**config.mk**
```make
export PLATFORM = sky130hd
export DESIGN_NAME = round_robin_task_scheduler
export DESIGN_NICKNAME = d
export VERILOG_FILES = /design/src/rtl/core/rrts_pkg.sv /design/src/rtl/core/rrts_ready_queue.sv /design/src/rtl/core/round_robin_task_scheduler.sv
export SDC_FILE = /design/constraint.sdc
export NUM_CORES = 1
export LEC_CHECK = 0
export BUFFER_PORTS_ARGS = -buffer_cell sky130_fd_sc_hd__buf_2
export CORE_MARGIN = 2
export CORE_UTILIZATION = 45
export CTS_CLUSTER_DIAMETER = 50
export DETAILED_ROUTE_END_ITERATION = 10
export HOLD_SLACK_MARGIN = 0.1
export MAX_ROUTING_LAYER = met4
export PLACE_DENSITY = 0.73
export RECOVER_POWER = 100
export SYNTH_ARGS = -nofsm -noshare
export SYNTH_HDL_FRONTEND = slang
export SYNTH_HIERARCHICAL = 1
export SYNTH_SLANG_ARGS = --single-unit
```
**constraint.sdc**
```tcl
create_clock -name clock -period 5.05 [get_ports clock]
set_input_delay 0.505 -clock clock [delete_from_list [all_inputs] [get_ports clock]]
set_output_delay 0.505 -clock clock [all_outputs]
set_load 0.005 [all_outputs]
```
**src/rtl/core/rrts_pkg.sv**
```systemverilog
package rrts_pkg;

   // Sizes of the task space and the ready queue
   localparam int TASK_SLOTS = 64;
   localparam int ID_W       = 6;
   localparam int CNT_W      = 7;
   localparam int ADDR_W     = 3;

   typedef logic [ID_W-1:0]  task_id_type;
   typedef logic [CNT_W-1:0] count_type;

   // Command codes
   typedef enum logic [1:0] {
      CMD_READY = 2'd0,
      CMD_SCHED = 2'd1,
      CMD_EXIT  = 2'd2
   } command_type;

   // Per-task life cycle
   typedef enum logic [1:0] {
      ST_UNUSED  = 2'd0,
      ST_READY   = 2'd1,
      ST_RUNNING = 2'd2,
      ST_DEAD    = 2'd3
   } task_state_type;

   // Register byte addresses
   localparam logic [ADDR_W-1:0] ADDR_SCHED_ON = 3'd0;

   // Queue control from the scheduler
   typedef struct packed {
      logic        push;
      logic        pop;
      task_id_type push_id;
   } queue_ctrl_type;

   // Queue status back to the scheduler
   typedef struct packed {
      task_id_type head_id;
      count_type   count;
      count_type   count_next;
   } queue_stat_type;

endpackage

```
**src/rtl/core/rrts_ready_queue.sv**
```systemverilog
module rrts_ready_queue (
   input  logic                    clock,
   input  logic                    reset,
   input  rrts_pkg::queue_ctrl_type ctrl,
   output rrts_pkg::queue_stat_type stat
);
   import rrts_pkg::*;

   task_id_type mem [TASK_SLOTS];
   task_id_type head_ff, head_in;
   task_id_type tail_ff, tail_in;
   count_type   count_ff, count_in;
   task_id_type rd_ff;

   // Pointer and fill count update; pointers wrap at the queue depth
   always_comb begin
      head_in  = head_ff;
      tail_in  = tail_ff;
      count_in = count_ff;
      if (ctrl.pop) begin
         head_in = head_ff + 1'b1;
      end
      if (ctrl.push) begin
         tail_in = tail_ff + 1'b1;
      end
      count_in = count_ff + count_type'(ctrl.push) - count_type'(ctrl.pop);
   end

   always_ff @(posedge clock) begin
      if (reset) begin
         head_ff  <= '0;
         tail_ff  <= '0;
         count_ff <= '0;
      end else begin
         head_ff  <= head_in;
         tail_ff  <= tail_in;
         count_ff <= count_in;
      end
   end

   // Storage: one write port, registered read of the head entry
   always_ff @(posedge clock) begin
      if (ctrl.push) begin
         mem[tail_ff] <= ctrl.push_id;
      end
      rd_ff <= mem[head_ff];
   end

   assign stat.head_id    = rd_ff;
   assign stat.count      = count_ff;
   assign stat.count_next = count_in;

   // Checks
   a_count_bound: assert property (@(posedge clock) disable iff (reset)
      count_ff <= count_type'(TASK_SLOTS))
      else $error("ready queue count above depth");

   a_no_push_full: assert property (@(posedge clock) disable iff (reset)
      ctrl.push |-> (count_ff < count_type'(TASK_SLOTS)) || ctrl.pop)
      else $error("push into full ready queue");

   a_no_pop_empty: assert property (@(posedge clock) disable iff (reset)
      ctrl.pop |-> count_ff != '0)
      else $error("pop from empty ready queue");

endmodule

```
**src/rtl/core/round_robin_task_scheduler.sv**
```systemverilog
// Flow: an accepted command is captured into cmd_ff and tid_ff as busy rises;
//   the decision made while busy is registered into the result word.
// No new command is accepted while busy; busy is high for the cycle in which
//   the registered head read of the ready-queue memory is consumed.
// Reset: queue empty, idle task 0 running, scheduling disabled; no clearing pass.
// The receiver cannot stall: each result word is shown for exactly one cycle.
module round_robin_task_scheduler (
   input  logic                        clock,
   input  logic                        reset,
   // command channel
   input  logic                        start,
   output logic                        busy,
   input  logic [1:0]                  req_command,
   input  rrts_pkg::task_id_type       req_task_id,
   // result channel
   output logic                        rsp_valid,
   output logic                        rsp_switch_flag,
   output rrts_pkg::task_id_type       rsp_prev_task,
   output rrts_pkg::task_id_type       rsp_running_task,
   output rrts_pkg::count_type         rsp_queue_count,
   output logic                        rsp_overflow,
   // register port
   input  logic                        psel,
   input  logic                        penable,
   input  logic                        pwrite,
   input  logic [rrts_pkg::ADDR_W-1:0] paddr,
   input  logic [31:0]                 pwdata,
   output logic [31:0]                 prdata,
   output logic                        pready
);
   import rrts_pkg::*;

   logic           busy_ff;
   command_type    cmd_ff;
   task_id_type    tid_ff;
   logic           on_ff;
   task_id_type    cur_ff, cur_in;
   task_state_type cur_state_ff, cur_state_in;

   logic           rsp_valid_ff;
   logic           rsp_switch_ff;
   task_id_type    rsp_prev_ff;
   task_id_type    rsp_run_ff;
   count_type      rsp_count_ff;
   logic           rsp_ovf_ff;

   logic           ovf_in;
   logic           accept;
   queue_ctrl_type qctrl;
   queue_stat_type qstat;

   assign accept = start && !busy_ff;

   // Register port
   assign pready = 1'b1;
   assign prdata = (paddr == ADDR_SCHED_ON) ? {31'b0, on_ff} : 32'b0;

   always_ff @(posedge clock) begin
      if (reset) begin
         on_ff <= 1'b0;
      end else if (psel && penable && pwrite && (paddr == ADDR_SCHED_ON)) begin
         on_ff <= pwdata[0];
      end
   end

   // Command capture
   always_ff @(posedge clock) begin
      if (reset) begin
         busy_ff <= 1'b0;
      end else begin
         busy_ff <= accept;
      end
      if (accept) begin
         cmd_ff <= command_type'(req_command);
         tid_ff <= req_task_id;
      end
   end

   // Scheduling decision; only the current task's state is ever consulted
   always_comb begin
      task_state_type st_eff;
      logic           go;
      task_id_type    next_id;
      st_eff       = cur_state_ff;
      go           = 1'b0;
      next_id      = '0;
      cur_in       = cur_ff;
      cur_state_in = cur_state_ff;
      ovf_in       = 1'b0;
      qctrl        = '0;
      if (busy_ff) begin
         unique case (cmd_ff)
            CMD_READY: begin
               if ({1'b0, tid_ff} < count_type'(TASK_SLOTS)) begin
                  if (tid_ff == cur_ff) begin
                     cur_state_in = ST_READY;
                  end
                  if (qstat.count < count_type'(TASK_SLOTS)) begin
                     qctrl.push    = 1'b1;
                     qctrl.push_id = tid_ff;
                  end else begin
                     ovf_in = 1'b1;
                  end
               end
            end
            CMD_SCHED, CMD_EXIT: begin
               if (cmd_ff == CMD_EXIT) begin
                  st_eff       = ST_DEAD;
                  cur_state_in = ST_DEAD;
               end
               if (on_ff) begin
                  priority if (qstat.count != '0) begin
                     qctrl.pop = 1'b1;
                     next_id   = qstat.head_id;
                     go        = 1'b1;
                  end else if (st_eff == ST_DEAD || cur_ff != '0) begin
                     go = 1'b1;
                  end else begin
                     // live idle task and nothing ready: keep it
                     go = 1'b0;
                  end
                  if (go) begin
                     // a still-running task goes back to the ready queue tail
                     if (st_eff == ST_RUNNING) begin
                        qctrl.push    = 1'b1;
                        qctrl.push_id = cur_ff;
                     end
                     cur_in       = next_id;
                     cur_state_in = ST_RUNNING;
                  end
               end
            end
            default: begin
            end
         endcase
      end
   end

   always_ff @(posedge clock) begin
      if (reset) begin
         cur_ff       <= '0;
         cur_state_ff <= ST_RUNNING;
         rsp_valid_ff <= 1'b0;
      end else begin
         cur_ff       <= cur_in;
         cur_state_ff <= cur_state_in;
         rsp_valid_ff <= busy_ff;
      end
   end

   // Result word register
   always_ff @(posedge clock) begin
      if (busy_ff) begin
         rsp_switch_ff <= (cur_in != cur_ff);
         rsp_prev_ff   <= cur_ff;
         rsp_run_ff    <= cur_in;
         rsp_count_ff  <= qstat.count_next;
         rsp_ovf_ff    <= ovf_in;
      end
   end

   rrts_ready_queue u_queue (
      .clock (clock),
      .reset (reset),
      .ctrl  (qctrl),
      .stat  (qstat)
   );

   assign busy             = busy_ff;
   assign rsp_valid        = rsp_valid_ff;
   assign rsp_switch_flag  = rsp_switch_ff;
   assign rsp_prev_task    = rsp_prev_ff;
   assign rsp_running_task = rsp_run_ff;
   assign rsp_queue_count  = rsp_count_ff;
   assign rsp_overflow     = rsp_ovf_ff;

   // Checks
   a_busy_one_cycle: assert property (@(posedge clock) disable iff (reset)
      busy_ff |=> !busy_ff && rsp_valid_ff)
      else $error("command not finished in one busy cycle");

   a_ovf_full: assert property (@(posedge clock) disable iff (reset)
      rsp_valid_ff && rsp_ovf_ff |-> rsp_count_ff == count_type'(TASK_SLOTS))
      else $error("overflow reported with room in the queue");

   a_switch_running: assert property (@(posedge clock) disable iff (reset)
      rsp_valid_ff && rsp_switch_ff |-> cur_state_ff == ST_RUNNING)
      else $error("switched to a task not marked running");

   a_ready_no_switch: assert property (@(posedge clock) disable iff (reset)
      busy_ff && cmd_ff == CMD_READY |=> !rsp_switch_ff)
      else $error("make-ready changed the running task");

endmodule
```
==> results.sh <==
export IMPL_outcome="finished, violations left"
export IMPL_failed_checks="capacitance limit, slew limit"
export IMPL_setup_worst_path_end_class="flop"
export IMPL_die_x_um=205.3
export IMPL_worstMarginPinSlew_ps=1757
export IMPL_synth_flop_cell="edfxtp_1"
export IMPL_die_area_um2=42140
export IMPL_postCtsSetupBuffers=0
export IMPL_insertion_delay_ps=550
export IMPL_wl_per_cell_um=22.25
export IMPL_crit_required_ps=5440
export IMPL_cp_start_kind="flop"
export IMPL_seq_area_frac_synth_pct=71.98
export IMPL_netlist_area_um2=18230
export IMPL_finalPower_mw=7.827
export IMPL_die_height_um=205.3
export IMPL_cts_resized=0
export IMPL_async_flop_share_pct=0
export IMPL_antenna_found_initial=0
export IMPL_wl_um=36960
export IMPL_synth_top_family_by_area="multiplexers"
export IMPL_start_util_pct=45.78
export IMPL_grt_pass1_wl_um=56360
export IMPL_avgSynthCellArea_um2=17.36
export IMPL_fin_crit_sh_pct=81.58
export IMPL_ys_ff_latch=449
export IMPL_max_clock_path_buffers=3
export IMPL_p_leak_nw=6.271
export IMPL_arrival_ps=4510
export IMPL_yosys_mux_area_fraction_pct=12.90
export IMPL_synth_xor_area_share_pct=0.8167
export IMPL_dpl_instance_area_um2=18760
export IMPL_hold_start="req_task_id[5]"
export IMPL_drtIter0Drc=959
export IMPL_p_per_area_nw_per_um2=384.7
export IMPL_dp_hpwl_um=22780
export IMPL_slew_viol_final=23
export IMPL_grt_use_total_pct=18.28
export IMPL_n_antenna_cell=0
export IMPL_hold_depth=1
export IMPL_crit_path_max_fanout=22
export IMPL_grt_max_degree=72
export IMPL_grt_overflow_total=0
export IMPL_reg2reg_from="u_queue/head_ff[0]$_SDFFE_PP0P_"
export IMPL_finalInstanceArea_um2=20350
export IMPL_cap_violations=1
export IMPL_routed_via_density=5.714
export IMPL_grt_pass1_vias=9331
export IMPL_area_delta_synth_final_pct=11.61
export IMPL_n_fill_cell=3138
export IMPL_dr_pass1_iters=5
export IMPL_hold_ws_ps=145.0
export IMPL_fin_crit_ps=4120
export IMPL_irDropWorstVdd_mv=0.2306
export IMPL_htreeDepth=2
export IMPL_placedCellCount=1576
export IMPL_cts_tree="yes"
export IMPL_design_core_area_um2=39820
export IMPL_worst_r2r_setup_slack_ps=930
export IMPL_synth_warnings=6
export IMPL_slew_headroom_pct=-17.16
export IMPL_drc_errors=0
export IMPL_cts_hold_buf=0
export IMPL_clockRootBuffer="clkbuf_16"
export IMPL_fin_nets=1161
export IMPL_num_io_pins=105
export IMPL_synth_cell_types=57
export IMPL_yosys_area_share_simple_pct=5.326
export IMPL_clk_pin_slew_ps=60
export IMPL_rows=73
export IMPL_place_ws_ps=1189
export IMPL_ff_latch_area_um2=13130
export IMPL_hold_class="in2reg"
export IMPL_r2r_end="u_queue/rd_ff[5]$_DFF_P_"
export IMPL_syn_inst=1050
export IMPL_finalSetupTns_ps=0
export IMPL_synth_adder_area_share_pct=0.9334
export IMPL_final_cells=1661
export IMPL_synth_edf_count=413
export IMPL_ant_nets=0
export IMPL_rr_worst_depth=6
export IMPL_fin_util_pct=51.09
export IMPL_rsz0062_at_grt="no"
export IMPL_critical_path_class="reg2reg"
export IMPL_synth_compound_area_share_pct=4.324
export IMPL_multiInputGateArea_um2=4543
export IMPL_clock_sinks=449
export IMPL_cts_buffers=46
export IMPL_hold_path_end="tid_ff[5]$_DFFE_PP_"
export IMPL_hold_viol_final=0
export IMPL_fin_ws_ps=930.0
export IMPL_portBuffers=41
export IMPL_final_layout_size_suffix_gt1_share_pct=17.78
export IMPL_setup_viol=0
export IMPL_max_freq_mhz=242.7
export IMPL_finClkSkew_ps=13.36
export IMPL_vias=9491
export IMPL_place_congestion=0.8331
-- flip-flops by register name (all words and copies together) (netlist names), 2 cells and up --
name              count
cur_state_ff          2
rsp_prev_task         6
u_queue/mem         384
cmd_ff                2
cur_ff                6
u_queue/head_ff       6
rsp_queue_count       7
u_queue/rd_ff         6
rsp_running_task      6
tid_ff                6
u_queue/count_ff      7
u_queue/tail_ff       6
-- critical path, stage by stage (launching register included) --
cell      delay (ps)
dfxtp_2          800
clkbuf_1        1330
mux4_1           710
mux2_1           350
a22o_1           240
nor4_1           350
a211oi_1         150
-- report_power, final --
part	internal (mW)	switching, mW
sequential	4.05	0.0177
combinational	0.0469	0.0928
clock	2.23	1.39
total	6.32	1.50
-- cells in the final DEF (no fill, tap or decap), types with 4 or more instances in the layout --
cell type	netlist	routed
inv_6	0	4
clkbuf_16	0	47
a21oi_1	16	16
o211ai_1	5	5
clkinv_1	0	6
o22ai_1	21	21
nand2_1	33	33
nand2b_1	10	10
a22o_2	1	4
a22o_1	13	10
a211oi_1	13	14
nor3_1	11	11
buf_4	43	7
bufinv_16	0	10
nand3_1	12	13
ha_1	12	12
mux2i_1	65	65
edfxtp_1	413	413
xor2_1	10	10
o21ai_0	17	18
conb_1	2	32
a2111oi_0	5	5
clkinvlp_4	0	4
buf_2	12	27
nand4b_1	4	4
nor2_1	88	88
xnor2_1	7	7
inv_1	28	28
clkinv_2	0	7
nor2b_1	17	17
mux4_2	70	70
dfxtp_1	36	33
or2_2	4	4
nand4_1	4	4
clkbuf_1	16	22
nor4_1	5	5
-- worst max path at each step --
stage	from	endpoint	slack, ps	depth (start not counted)
3_3_place_gp	cmd_ff[1]$_DFFE_PP_	rsp_queue_count[6]$_DFFE_PP_	1200	15
6_report	u_queue/head_ff[0]$_SDFFE_PP0P_	u_queue/rd_ff[5]$_DFF_P_	930	6
4_1_cts	cmd_ff[1]$_DFFE_PP_	rsp_queue_count[6]$_DFFE_PP_	1180	15
2_1_floorplan	busy$_SDFF_PP0_	rsp_queue_count[6]$_DFFE_PP_	1440	13
3_5_place_dp	cmd_ff[1]$_DFFE_PP_	rsp_queue_count[6]$_DFFE_PP_	1190	15
5_1_grt	busy$_SDFF_PP0_	u_queue/mem[12][3]$_DFFE_PP_	610	5
-- cells in the mapped netlist, drive strengths merged (11+ instances only) --
| cell type | number | area, um2 |
|---|---|---|
| a211oi | 14 | 110.1 |
| a21oi | 17 | 88.84 |
| a22o | 14 | 123.9 |
| buf | 67 | 505.5 |
| clkbuf | 16 | 60.06 |
| dfxtp | 36 | 720.7 |
| edfxtp | 413 | 12400 |
| ha | 12 | 150.1 |
| inv | 28 | 105.1 |
| mux2i | 65 | 650.6 |
| mux4 | 73 | 1655 |
| nand2 | 33 | 123.9 |
| nand3 | 13 | 70.07 |
| nor2 | 88 | 330.3 |
| nor2b | 17 | 106.4 |
| nor3 | 11 | 55.05 |
| o21ai | 20 | 100.1 |
| o22ai | 21 | 131.4 |
-- routing by layer --
layer  track usage (%)  share of wire [%]  up-vias
met1             24.52                 41     4821
met5                 -                  0        -
met3             2.946                7.9       69
met2             29.36                 49      448
met4             4.805                2.0        0
li1                  -                  -     4153
-- layout make-up --
class,instances,area share (%)
clock buffer,53,5.891
clock inverter,32,2.122
tap,525,3.228
sequential,449,64.52
multi-input combinational,520,22.33
timing repair buffer,54,1.390
inverter,28,0.5165
-- kinds of logic (layout without fill, tap and decap cells) --
logic type | after synthesis | count (layout)
compound gates | 113 | 113
fa+ha+maj | 13 | 13
other cells | 2 | 32
mux | 142 | 142
simple gates | 203 | 203
xor+xnor | 17 | 17
flops | 449 | 449
buf+inv | 111 | 167
(Power assumes the default switching activity.)
